## config.mk

```make
export PLATFORM = sky130hd
export DESIGN_NAME = seven_segment_scan_with_blink_core
export DESIGN_NICKNAME = d
export VERILOG_FILES = /design/src/rtl/core/sssb_pkg.sv /design/src/rtl/core/seven_segment_scan_with_blink_core.sv
export SDC_FILE = /design/constraint.sdc
export NUM_CORES = 1
export LEC_CHECK = 0
export BUFFER_PORTS_ARGS = -buffer_cell sky130_fd_sc_hd__buf_2
export CORE_MARGIN = 1.5
export CORE_UTILIZATION = 55
export CTS_CLUSTER_SIZE = 8
export DETAILED_ROUTE_END_ITERATION = 16
export PLACE_DENSITY_LB_ADDON = 0.08
export SYNTH_ARGS = -nofsm -noshare
export SYNTH_HDL_FRONTEND = slang
export SYNTH_SLANG_ARGS = --single-unit
```

## constraint.sdc

```tcl
create_clock -name clk -period 3.1 [get_ports clk]
set_clock_uncertainty 0.05 [all_clocks]
set_input_delay 0.465 -clock clk [delete_from_list [all_inputs] [get_ports clk]]
set_output_delay 0.465 -clock clk [all_outputs]
set_load 0.02 [all_outputs]
```

## src/rtl/core/sssb_pkg.sv

```systemverilog
// Shared types and constants for the seven-segment scan driver with blinking.
// Holds request and mode codes, field widths and the segment decode function.
// No dependencies.
`default_nettype none

package sssb_pkg;

	// field widths fixed by the interface
	localparam int CHAR_W  = 5;
	localparam int PHASE_W = 7;
	localparam int SEG_W   = 8;
	localparam int DRIVE_W = 4;
	localparam int SCAN_W  = 2;
	localparam int INDEX_W = 2;
	localparam int MODE_W  = 2;

	typedef logic [CHAR_W-1:0]  char_t;
	typedef logic [PHASE_W-1:0] phase_t;
	typedef logic [SEG_W-1:0]   seg_t;
	typedef logic [MODE_W-1:0]  mode_t;

	// request types
	localparam logic REQ_TICK = 1'b0;
	localparam logic REQ_CMD  = 1'b1;

	// digit modes
	localparam mode_t MODE_OFF   = 2'd0;
	localparam mode_t MODE_ON    = 2'd1;
	localparam mode_t MODE_BLINK = 2'd2;
	localparam mode_t MODE_CHAR  = 2'd3;	// store the character only

	// reset values
	localparam char_t  CHAR_RESET  = 5'd8;
	localparam phase_t PHASE_RESET = 7'd25;

	// Active-low segment pattern: bits 0-6 = a-g, bit 7 = point.
	// Codes past the table show blank.
	function automatic seg_t seg_decode(input char_t code);
		seg_t on_pat;
		unique case (code)
			5'd0:  on_pat = 8'h3f;
			5'd1:  on_pat = 8'h06;
			5'd2:  on_pat = 8'h5b;
			5'd3:  on_pat = 8'h4f;
			5'd4:  on_pat = 8'h66;
			5'd5:  on_pat = 8'h6d;
			5'd6:  on_pat = 8'h7d;
			5'd7:  on_pat = 8'h07;
			5'd8:  on_pat = 8'h7f;
			5'd9:  on_pat = 8'h6f;
			5'd10: on_pat = 8'h77;
			5'd11: on_pat = 8'h7c;
			5'd12: on_pat = 8'h39;
			5'd13: on_pat = 8'h5e;
			5'd14: on_pat = 8'h79;
			5'd15: on_pat = 8'h71;
			5'd16: on_pat = 8'h74;
			5'd17: on_pat = 8'h63;
			5'd18: on_pat = 8'hbf;
			5'd19: on_pat = 8'h86;
			5'd20: on_pat = 8'hdb;
			5'd21: on_pat = 8'hcf;
			5'd22: on_pat = 8'he6;
			5'd23: on_pat = 8'hed;
			5'd24: on_pat = 8'hfd;
			5'd25: on_pat = 8'h87;
			5'd26: on_pat = 8'hff;
			5'd27: on_pat = 8'hef;
			default: on_pat = 8'h00;
		endcase
		return ~on_pat;
	endfunction

endpackage

`default_nettype wire

```

## src/rtl/core/seven_segment_scan_with_blink_core.sv

```systemverilog
// A tick request's result goes to the output register, or to the skid register while the output stalls (out_valid).
// Throughput: one request per cycle while in_stall is low; command requests give no result.
// in_stall rises only when both the output register and the skid register are full.
// Reset (arst_n low, asynchronous): chars all 8, all digits dark and not blinking,
// scan slot 0, blink counter idle, blink phase 25 frames, output empty.
// Depends on: sssb_pkg.
`default_nettype none

module seven_segment_scan_with_blink_core #(
	parameter int NUM_DIGITS = 4
) (
	input  wire                            clk,
	input  wire                            arst_n,
	// configuration
	input  wire                            cfg_wr_en,
	input  wire [sssb_pkg::PHASE_W-1:0]    cfg_wr_data,
	// request channel
	input  wire                            in_valid,
	output logic                           in_stall,
	input  wire                            req_type,
	input  wire [sssb_pkg::INDEX_W-1:0]    digit_index,
	input  wire [sssb_pkg::MODE_W-1:0]     digit_mode,
	input  wire [sssb_pkg::CHAR_W-1:0]     char_code,
	// result channel
	output logic                           out_valid,
	input  wire                            out_stall,
	output logic [sssb_pkg::SEG_W-1:0]     segment_pattern,
	output logic [sssb_pkg::DRIVE_W-1:0]   digit_drive,
	output logic [sssb_pkg::SCAN_W-1:0]    scan_slot
);

	localparam int SLOT_W = (NUM_DIGITS > 1) ? $clog2(NUM_DIGITS) : 1;
	localparam logic [SLOT_W-1:0] LAST_SLOT = SLOT_W'(NUM_DIGITS - 1);

	// state
	sssb_pkg::phase_t         phase_q;
	sssb_pkg::char_t          chars_q [NUM_DIGITS];
	logic [NUM_DIGITS-1:0]    lit_q;
	logic [NUM_DIGITS-1:0]    blink_q;
	logic [NUM_DIGITS-1:0]    prev_q;
	logic [SLOT_W-1:0]        slot_q;
	sssb_pkg::phase_t         count_q;
	logic                     idle_q;

	sssb_pkg::char_t          chars_n [NUM_DIGITS];
	logic [NUM_DIGITS-1:0]    lit_n;
	logic [NUM_DIGITS-1:0]    blink_n;
	logic [NUM_DIGITS-1:0]    prev_n;
	logic [SLOT_W-1:0]        slot_n;
	sssb_pkg::phase_t         count_n;
	logic                     idle_n;

	// frame logic intermediates
	logic                     started;
	logic                     stopped;
	logic                     ref_on;
	logic [NUM_DIGITS-1:0]    lit_a;
	sssb_pkg::phase_t         count_inc;

	// result of the current request
	logic                     accept;
	logic                     res_valid;
	sssb_pkg::seg_t           res_seg;
	logic [sssb_pkg::DRIVE_W-1:0] res_drive;
	logic [sssb_pkg::SCAN_W-1:0]  res_slot;

	// output and skid registers
	logic                     out_valid_q;
	sssb_pkg::seg_t           out_seg_q;
	logic [sssb_pkg::DRIVE_W-1:0] out_drive_q;
	logic [sssb_pkg::SCAN_W-1:0]  out_slot_q;
	logic                     skid_valid_q;
	sssb_pkg::seg_t           skid_seg_q;
	logic [sssb_pkg::DRIVE_W-1:0] skid_drive_q;
	logic [sssb_pkg::SCAN_W-1:0]  skid_slot_q;

	assign in_stall  = skid_valid_q;
	assign accept    = in_valid && !skid_valid_q;
	assign res_valid = accept && (req_type == sssb_pkg::REQ_TICK);

	// next state for one request
	always_comb begin
		chars_n   = chars_q;
		lit_n     = lit_q;
		blink_n   = blink_q;
		prev_n    = prev_q;
		slot_n    = slot_q;
		count_n   = count_q;
		idle_n    = idle_q;
		started   = |(~prev_q & blink_q);
		stopped   = |(prev_q & ~blink_q);
		lit_a     = lit_q;
		ref_on    = 1'b0;
		count_inc = count_q + 7'd1;

		if (req_type == sssb_pkg::REQ_CMD) begin
			// command: store char and apply mode to the addressed digit
			for (int i = 0; i < NUM_DIGITS; i++) begin
				if (32'(digit_index) == i) begin
					chars_n[i] = char_code;
					unique case (digit_mode)
						sssb_pkg::MODE_BLINK: blink_n[i] = 1'b1;
						sssb_pkg::MODE_ON: begin
							lit_n[i]   = 1'b1;
							blink_n[i] = 1'b0;
						end
						sssb_pkg::MODE_OFF: begin
							lit_n[i]   = 1'b0;
							blink_n[i] = 1'b0;
						end
						default: ;
					endcase
				end
			end
		end else begin
			// tick: advance slot, frame logic on wrap to slot zero
			slot_n = (slot_q == LAST_SLOT) ? '0 : slot_q + SLOT_W'(1);
			if (slot_n == '0) begin
				if (started) lit_a = lit_a | blink_q;
				if (stopped) lit_a = lit_a & blink_q;
				prev_n = blink_q;
				lit_n  = lit_a;
				if (!(|blink_q)) begin
					idle_n  = 1'b1;
					count_n = '0;
				end else if (idle_q) begin
					idle_n  = 1'b0;
					count_n = '0;
				end else if (count_inc == phase_q) begin
					// toggle all blinking digits against the common phase
					ref_on  = |(lit_a & blink_q);
					lit_n   = ref_on ? (lit_a & ~blink_q) : (lit_a | blink_q);
					count_n = '0;
				end else begin
					count_n = count_inc;
				end
			end
		end
	end

	// result fields for the new slot
	always_comb begin
		res_seg   = sssb_pkg::seg_decode(chars_n[slot_n]);
		res_slot  = sssb_pkg::SCAN_W'(slot_n);
		res_drive = '0;
		for (int j = 0; j < sssb_pkg::DRIVE_W; j++) begin
			res_drive[j] = lit_n[slot_n] && (32'(slot_n) == j);
		end
	end

	// configuration and display state
	always_ff @(posedge clk or negedge arst_n) begin
		if (!arst_n) begin
			phase_q <= sssb_pkg::PHASE_RESET;
			for (int i = 0; i < NUM_DIGITS; i++) chars_q[i] <= sssb_pkg::CHAR_RESET;
			lit_q   <= '0;
			blink_q <= '0;
			prev_q  <= '0;
			slot_q  <= '0;
			count_q <= '0;
			idle_q  <= 1'b1;
		end else begin
			if (cfg_wr_en) phase_q <= cfg_wr_data;
			if (accept) begin
				chars_q <= chars_n;
				lit_q   <= lit_n;
				blink_q <= blink_n;
				prev_q  <= prev_n;
				slot_q  <= slot_n;
				count_q <= count_n;
				idle_q  <= idle_n;
			end
		end
	end

	// output register with skid stage
	always_ff @(posedge clk or negedge arst_n) begin
		if (!arst_n) begin
			out_valid_q  <= 1'b0;
			skid_valid_q <= 1'b0;
		end else begin
			if (!out_valid_q || !out_stall) begin
				if (skid_valid_q) begin
					out_valid_q  <= 1'b1;
					skid_valid_q <= 1'b0;
				end else begin
					out_valid_q  <= res_valid;
				end
			end else if (res_valid) begin
				skid_valid_q <= 1'b1;
			end
		end
	end

	// payload of output and skid registers
	always_ff @(posedge clk) begin
		if (!out_valid_q || !out_stall) begin
			if (skid_valid_q) begin
				out_seg_q   <= skid_seg_q;
				out_drive_q <= skid_drive_q;
				out_slot_q  <= skid_slot_q;
			end else if (res_valid) begin
				out_seg_q   <= res_seg;
				out_drive_q <= res_drive;
				out_slot_q  <= res_slot;
			end
		end else if (res_valid) begin
			skid_seg_q   <= res_seg;
			skid_drive_q <= res_drive;
			skid_slot_q  <= res_slot;
		end
	end

	assign out_valid       = out_valid_q;
	assign segment_pattern = out_seg_q;
	assign digit_drive     = out_drive_q;
	assign scan_slot       = out_slot_q;

endmodule

`default_nettype wire

```

* Word-level counts from Yosys, hierarchy flattened
Memory sizes are Yosys's and may differ from the RTL's.
Index checks and enable logic that the tools add are counted.
** Storage, ports and cells
- Register bits after elaboration :: 79
- ROM bits :: 256
- Bits of input ports :: 22
- Output and inout bits :: 16
- Logic and storage cells :: 125
- Memories :: 1
** Operators by class
- Add/sub/neg operators :: 2
- Order comparisons :: 2
- Equal/unequal tests :: 10
- Muxes and demuxes :: 46
- Bitwise logic cells :: 13
- Reduce and logical (&&, ||, !) cells :: 29
** Memory list
- (no name shown) :: words 32, width 8, rd ports 1, clocked after memory_dff 0, write ports 0, RTL line sssb_pkg.sv:40 : unique case (code)
** Operators by type and width (count)
- 4-bit 2-to-1 mux :: 14
- 5-bit 2-to-1 mux :: 6
- 7-bit 2-to-1 mux :: 3
- 4-bit bitwise AND :: 5
- 20-bit 2-to-1 mux :: 1
- 8-bit 2-to-1 mux :: 2
- 4-bit AND reduction :: 4
- 4-bit OR reduction :: 4
- 2-bit == test (second input constant) :: 6
- 5-bit binary-select mux with 2-bit select :: 1
- 1-bit one-hot mux with 2 select lines :: 5
- 1-bit 2-to-1 mux :: 9
- 2-bit logical NOT :: 4
- 2-bit 2-to-1 mux :: 4
- 4-bit inverter :: 2
- 8-bit inverter :: 1
- 4-bit bitwise OR :: 2
- 7-bit by 1-bit adder with 7-bit output (second input constant) :: 1
- 7-bit == test :: 1
- 2-bit by 1-bit == test with 1-bit output (second input constant) :: 3
- 1-bit logical AND :: 6
- 2-bit nonzero test :: 3
- 2-bit AND reduction :: 2
- 3-bit >= comparator (second input constant) :: 1
- 9 further kinds :: 12

* Longest topological paths before layout
Gate-level depths: netlist of run 1.
- Depth in word-level cells :: 23
- Gate-level depth with buffers :: 13
- Depth with buffers taken out :: 12

* Least setup slack after synthesis of run 1
OpenSTA, ideal clock, no wires.
- Path kind :: reg2reg
- Start point :: register slot_q[1]
- End point :: register out_seg_q[6] (netlist: segment_pattern[6]), data pin
- Setup time :: 0.260 ns
- Data arrival time :: 2.836 ns
- Required time :: 2.790 ns
- Setup slack :: -0.046 ns
- Cell stages (with the launch flop) :: 14
- Buffers on the path :: 1
- Clock period less this slack :: 3.146 ns
- Cells stage by stage :: dfrtp_1 > ha_1 > or3b_1 > and2_1 > clkbuf_1 > o22ai_1 > nor2_1 > inv_1 > ha_1 > inv_1 > nor2_1 > o221a_1 > a221o_1 > mux2_4
** Between the ends
- Cells in the longest elaborated chain, start to end :: 11
- Elaborated cells between the ends (all ways) :: 12
- Classes of those cells :: add/sub (1); eq/ne (1); mux (7); bitwise (2); memory (1)
** Ends and longest elaborated chain
- start, declared :: RTL line seven_segment_scan_with_blink_core.sv:41 : logic [SLOT_W-1:0] slot_q;
- start signal, assigned :: RTL line seven_segment_scan_with_blink_core.sv:169 : slot_q <= slot_n;
- 2-bit by 1-bit adder with 2-bit output or 2-bit == test (tied branches) :: RTL line seven_segment_scan_with_blink_core.sv:117 : slot_n = (slot_q == LAST_SLOT) ? '0 : slot_q + SLOT_W'(1);
- 2-bit 2-to-1 mux :: RTL line seven_segment_scan_with_blink_core.sv:117
- 2-bit 2-to-1 mux * :: RTL line seven_segment_scan_with_blink_core.sv:96 : if (req_type == sssb_pkg::REQ_CMD) begin
- 2-bit inverter with 3-bit output (implied by the code) * :: RTL line seven_segment_scan_with_blink_core.sv:143 : res_seg = sssb_pkg::seg_decode(chars_n[slot_n]);
- 5-bit binary-select mux with 2-bit select * :: RTL line seven_segment_scan_with_blink_core.sv:143
- 5-bit 2-to-1 mux (implied by the code) * (2 in series) :: RTL line seven_segment_scan_with_blink_core.sv:143
- memory 32 x 8 bit *
- 8-bit inverter * :: RTL line sssb_pkg.sv:71 : return ~on_pat;
- net res_seg[6] :: RTL line seven_segment_scan_with_blink_core.sv:63 : sssb_pkg::seg_t res_seg;
- 8-bit 2-to-1 mux * :: RTL line seven_segment_scan_with_blink_core.sv:202 : end else if (res_valid) begin
- 8-bit 2-to-1 mux * :: RTL line seven_segment_scan_with_blink_core.sv:198 : if (skid_valid_q) begin
- end signal, assigned :: RTL line seven_segment_scan_with_blink_core.sv:199 : out_seg_q <= skid_seg_q;
- end signal, assigned :: RTL line seven_segment_scan_with_blink_core.sv:203 : out_seg_q <= res_seg;
- end, declared :: RTL line seven_segment_scan_with_blink_core.sv:69 : sssb_pkg::seg_t out_seg_q;
The timed path passes the listed nets; every way through them passes the cells marked *. The select of a mux whose other input is x is not followed.
A chain may end at the register's enable or synchronous reset.

* Worst setup path after layout of run 1
- Start point :: register slot_q[0]
- End point :: register out_seg_q[2] (netlist: segment_pattern[2]), data pin
The elaborated chain is that of the path after synthesis.

==> results of run 1 <==
Yosys cell counts, types with 5 or more instances:
| master | instances |
|---|---|
| dfstp_2 | 8 |
| o31ai_1 | 11 |
| a21o_1 | 5 |
| dfrtp_1 | 43 |
| mux2i_1 | 17 |
| o22ai_1 | 8 |
| nor3_1 | 9 |
| clkbuf_1 | 9 |
| mux2_2 | 41 |
| nor2b_1 | 10 |
| nor2_1 | 30 |
| ha_1 | 8 |
| nand3_1 | 5 |
| o21ai_0 | 18 |
| o32a_1 | 7 |
| xnor2_1 | 8 |
| xor2_1 | 6 |
| nand2b_1 | 7 |
| a21oi_1 | 11 |
| edfxtp_1 | 28 |
| nand2_1 | 35 |
| buf_6 | 5 |
| inv_1 | 10 |
kinds of logic (layout without fill, tap and decap cells):
logic type               count (synthesis)  count (layout)  synth area share, %
XOR/XNOR                                14              14                 2.61
adder cells (fa/ha/maj)                  9               9                 2.37
flip-flops                              79              79                 45.3
multiplexers                            59              59                 13.8
AND/OR/NAND/NOR                        134             134                 16.1
other                                    0               1                    0
buffers and inverters                   34              99                 3.94
AO/OA/AOI/OAI                           97              97                 15.9
routing by layer:
metal | track usage (%) | share of wire, %
met1 | 37.4 | 49
met2 | 36.5 | 45
met4 | 8.82 | 2.2
met5 | 0 | 0
met3 | 3.83 | 4.6
metrics by stage:
stage	TNS (ns)	setup slack, ns
after global routing	0	0.0135
after CTS	0	0.00980
after floorplan	0	0.0124
after global placement	0	0.0178
after detailed placement	-0.111	-0.0595
final	0	0.101
worst paths after layout:
kind | cells after the start | start | slack [ns] | to
worst max register to register | 10 | slot_q[0] | 0.10 | segment_pattern[2]
min in group clk | 2 | cfg_wr_data[3] | 0.30 | phase_q[3]
worst max-delay path | 10 | slot_q[0] | 0.10 | segment_pattern[2]
worst min-delay path | 1 | arst_n | 0.18 | chars_q[17]
max in group asynchronous | 2 | arst_n | 2.09 | chars_q[18]
worst min register to register | 1 | count_q[6] | 0.46 | count_q[6]
state kept, by name, summed over array words and instances (netlist names):
name	count
skid_drive_q	4
chars_q	20
prev_q	4
in_stall	1
phase_q	7
idle_q	1
skid_seg_q	8
count_q	7
scan_slot	2
out_valid	1
skid_slot_q	2
blink_q	4
lit_q	4
digit_drive	4
segment_pattern	8
slot_q	2
cell type report:
class | instances | area [µm²] | area share (%)
multi-input combinational | 313 | 2510 | 45.7
sequential | 79 | 2130 | 38.8
timing repair buffer | 71 | 440 | 8.03
clock buffer | 13 | 170 | 3.10
tap | 105 | 131 | 2.39
clock inverter | 3 | 65.1 | 1.19
inverter | 12 | 45.0 | 0.821
antenna | 1 | 2.50 | 0.0456
power breakdown:
part	leakage (nW)	switching (mW)	internal, mW	total, mW
clock network	0.119	0.367	0.524	0.892
logic	1.26	1.68	1.51	3.19
registers	0.873	0.189	1.48	1.67
total	2.26	2.24	3.52	5.75
what timing repair did:
item | in CTS | in global routing
gates resized for setup | 8 | 16
endpoints found under the setup margin | 2 | 11
pin swaps | 1 | 4
buffers inserted | 1 | 0
hold endpoints to repair | 0 | 0
==> impl_metrics.toml, run 1 <==
[outcome]
status = "completed"

[sta]
setup_viol = 0
finalCritPeriodShare_pct = 96.8
fin_crit_ns = 3.00
finalHoldViolCount = 0
worstMarginPinSlew_ns = 0.958
maxSlewHeadroom_pct = 35.6
max_freq_mhz = 333
finalMaxSlewViolations = 0
hold_ws_ns = 0.175
rsz0062_at_grt = "no"

[logic_synthesis]
synthTopCellsByArea = "dfrtp_1 23%, edfxtp_1 18%, mux2_2 9.8%, dfstp_2 4.5%, mux2i_1 3.6%"
synthCells = 426
synth_largest_area_cell = "dfrtp_1"
synthArstFlopShare_pct = 64.6
syn-cell-area_um2 = 4700
synth_top_area_share_pct = 22.9
syn-num-nets = 456
yosys_warnings = 0
ys_ff_latch = 79
synth-edff-count = 28
ys_seq_area_share_pct = 45.3
synthDistinctLibCells = 72
syn_avg_cell_area_um2 = 11.0
synth_ff_type = "dfrtp_1"

[detailed_routing]
drc = 0
vias_per_cell = 6.00
drt_iter0_drc = 227
firstDrtPassIters = 5
ant_nets = 0
wl_per_cell_um = 17.6
wl_mm = 10.5
vias = 3581

[floorplanning]
dieHeight_um = 95.4
die_w_um = 95.4
core-area_um2 = 8260
io_pins = 38
rows = 33
die_area_um2 = 9100
start_util_pct = 56.9

[power_and_ir_drop]
peakVddDrop_v = 0.000488
total_power_mw = 5.75
p_leak_nw = 2.26
cellPowerDensity_nw_per_um2 = 1050

[layout]
nets = 516
drive_gt1_share_pct = 35.6
layout_common_cells = "43 x dfrtp_1, 40 x mux2_2, 37 x buf_2"
finalNonFillerCells = 597
final_common_cell = "dfrtp_1"
stdcell_area_um2 = 5490
n_fill_cell = 686
fin_util_pct = 66.5
area_delta_synth_final_pct = 16.9

[clock_tree]
clkLatencyLatePin_ns = 0.35
tritoncts = "yes"
cts_buffers = 9
cts_max_level = 3
cts_hold_buf = 0
numClockSinks = 79
cts_root_buf = "clkbuf_8"
path_clk_slew_ns = 0.08
cts_buffer_depth = 2

[place]
placed_cell_area_um2 = 5140
hpwl_mm = 7.57
gp_congestion = 0.896
port_buffers = 37
dp.cells = 579

[setup_path]
critical_path.cell_chain = "ha_4 -> or3b_4 -> and2_4 -> o22ai_4 -> nor2_2 -> ha_1 -> o31ai_1 -> o21ai_1 -> a22o_1 -> mux2_2"
critPathMaxStageDelay_ns = 0.41
crit_slowest_cell = "dfrtp_1"
startpoint_type = "register"
required_ns = 3.15
path_class = "reg -> reg"
crit_buf_inv = 0
path_max_fanout = 6
cp.arrival_ns = 3.05
critPathTopFamily = "compound AO/OA/AOI/OAI gates"
cp-end-kind = "register"

[global_route]
grt_usage_pct = 25.0
grt_pass1_vias = 3401
grt-ovfl-total = 0
antenna_found_initial = 1
grt_pass1_wl_mm = 17.3
grt_max_degree = 38

[flow_run]
maxCapViolations = 0

[min_path]
hold_path_class = "in -> async"
Note: power is estimated with default switching activity, not from simulation.
==> run 2: changes to the inputs <==
--- a/config.mk
+++ b/config.mk
@@ -5,9 +5,10 @@
 export SDC_FILE = /design/constraint.sdc
 export NUM_CORES = 1
 export LEC_CHECK = 0
+export ABC_AREA = 1
 export BUFFER_PORTS_ARGS = -buffer_cell sky130_fd_sc_hd__buf_2
 export CORE_MARGIN = 1.5
-export CORE_UTILIZATION = 55
+export CORE_UTILIZATION = 54
 export CTS_CLUSTER_SIZE = 8
 export DETAILED_ROUTE_END_ITERATION = 16
 export PLACE_DENSITY_LB_ADDON = 0.08
==> run 2 against run 1 <==
  * Via count increased by 11%
  * Die area up 0.10%
  * Hold slack lost 0.019 ns
  * Sequential share of layout area grew 2.4 points
  * Cell area fell by 5.9%
  * Critical path type unchanged
  * Largest cell class unchanged
==> impl_metrics.toml, run 2 <==
[logic_synthesis]
synthArstFlopShare_pct = 64.6
ys_seq_area_share_pct = 46.1
syn-cell-area_um2 = 4620
yosys_warnings = 0
syn_avg_cell_area_um2 = 8.01
synth_ff_type = "dfrtp_1"
synth_largest_area_cell = "dfrtp_1"
synthTopCellsByCount = "187 x nand2_1, 51 x o21ai_0, 47 x inv_1"
syn-num-nets = 606
synth-edff-count = 28
synth_top_area_share_pct = 23.3
synthCells = 576
ys_ff_latch = 79
synthTopCellsByArea = "dfrtp_1 23%, edfxtp_1 18%, nand2_1 15%, o21ai_0 5.5%, dfstp_2 4.6%"
synthMostInstantiatedCell = "nand2_1"
synthDistinctLibCells = 45

[layout]
antenna_cells = 0
stdcell_area_um2 = 5170
final_common_cell = "nand2_1"
nets = 652
area_delta_synth_final_pct = 11.9
largest_reg_flops = 20
drive_gt1_share_pct = 19.3
layout_common_cells = "187 x nand2_1, 51 x o21ai_0, 47 x inv_1"
regMostFlops = "chars_q"

[sta]
fin_crit_ns = 2.85
maxSlewHeadroom_pct = 56.4
finalHoldViolCount = 0
setup_tns_ns = 0
finalCritPeriodShare_pct = 92.1
worstMarginPinSlew_ns = 0.655
finalMaxSlewViolations = 0
rsz0062_at_grt = "no"
max_freq_mhz = 350
hold_ws_ns = 0.156
setup_viol = 0

[detailed_routing]
drt_iter0_drc = 247
firstDrtPassIters = 5
wl_per_cell_um = 14.5
wl_mm = 10.6
vias_per_cell = 5.45
ant_nets = 0
drc = 0
vias = 3987

[outcome]
status = "completed"

[place]
gp_congestion = 0.880
placed_cell_area_um2 = 4930
port_buffers = 37
hpwl_mm = 7.72

[global_route]
antenna_found_initial = 0
grt_usage_pct = 25.2
grt_max_degree = 52
grt_pass1_wl_mm = 17.5
grt-ovfl-total = 0
grt_pass1_vias = 3660

[clock_tree]
cts_buffer_depth = 2
tritoncts = "yes"
cts_root_buf = "clkbuf_8"
numClockSinks = 79
clkLatencyLatePin_ns = 0.36
path_clk_slew_ns = 0.09
cts_buffers = 9
cts_max_level = 3

[setup_path]
path_class = "reg -> reg"
path_max_fanout = 5
startpoint_type = "register"
cp.arrival_ns = 2.92
required_ns = 3.17
cp-end-kind = "register"

[floorplanning]
core-area_um2 = 8260
rows = 33
dieHeight_um = 95.5
die_area_um2 = 9110
die_w_um = 95.5
start_util_pct = 55.9
io_pins = 38

[min_path]
hold_path_class = "in -> async"

[power_and_ir_drop]
cellPowerDensity_nw_per_um2 = 787
p_leak_nw = 2.38
peakVddDrop_v = 0.000302

[flow_run]
maxCapViolations = 0
[run 2: changes by cell type after synthesis, moves of 9 or more]
cell	delta
inv_1	+37
inv_2	+9
mux2_2	-40
mux2i_1	-17
nand2_1	+152
nand3_1	+36
nand4_1	+12
nor2b_1	-10
nor3_1	-9
o21ai_0	+33
o21ai_1	+14
o31ai_1	-11
[run 2: per-layer routing]
metal | global-route usage [%] | vias to the layer above | share of wire [%]
met5 | 0 | - | 0
met4 | 7.72 | 0 | 1.1
met3 | 4.23 | 12 | 6.8
met2 | 37.9 | 150 | 45
met1 | 37.1 | 1826 | 47
li1 | - | 1999 | -
[run 2: worst max-delay path, stage by stage (launching register included)]
cell     delay, ns
dfrtp_1       0.48
ha_4          0.30
o21ai_4       0.22
inv_4         0.08
nand2_4       0.08
inv_2         0.07
nand2_1       0.07
nand4_1       0.23
inv_1         0.21
ha_1          0.27
or2_1         0.25
nand3_1       0.07
nand3_1       0.09
nand3_1       0.10
nand2_1       0.05
[run 2: through the flow]
stage	util, %	worst slack, ns	total power, mW	instances
floorplan	-	0.401	2.81	576
global placement	59.7	0.237	3.17	713
detailed placement	59.7	0.0933	3.22	713
CTS	62.1	0.0728	4.00	729
global route	62.6	0.0486	4.38	732
finish	62.6	0.246	4.06	732
[run 2: path summary, 6_finish.rpt]
path | end | depth (start not counted) | slack (ns) | from
min reg2reg | chars_q[19] | 2 | 0.44 | chars_q[19]
max | segment_pattern[3] | 14 | 0.25 | slot_q[0]
min in group clk | phase_q[6] | 3 | 0.26 | cfg_wr_data[6]
min | prev_q[2] | 2 | 0.16 | arst_n
max reg2reg | segment_pattern[3] | 14 | 0.25 | slot_q[0]
max in group asynchronous | chars_q[7] | 2 | 2.40 | arst_n
[run 2: logic make-up (layout without fill, tap and decap cells)]
family                     after synthesis  after routing  synth area share [%]
and+or+nand+nor                        305            305                  31.4
DFF                                     79             79                  46.1
muxes                                    1              1                 0.244
AOI/OAI and AO/OA                      108            108                  13.5
xor gates and xnor gates                 1              1                 0.190
buffers and inverters                   74            125                  6.48
adders and majority gates                8              8                  2.17
[run 2: layout make-up]
type	instances	area [µm²]
Fill cell	734	3090
Sequential cell	79	2130
Inverter	60	228
Clock inverter	6	70.1
Tap cell	105	131
Multi-Input combinational cell	423	2210
Timing Repair Buffer	49	275
Clock buffer	10	128
[run 2: report_power, final]
part	leakage (nW)	internal (mW)	switching, mW	total, mW
Sequential	0.894	1.38	0.145	1.52
Combinational	1.40	0.610	1.14	1.75
Clock	0.0891	0.377	0.414	0.791
[run 2: repair_timing]
item,in CTS,in global routing
hold buffers,0,0
setup buffers,0,3
gates resized for setup,0,2
endpoints found under the setup margin,0,10
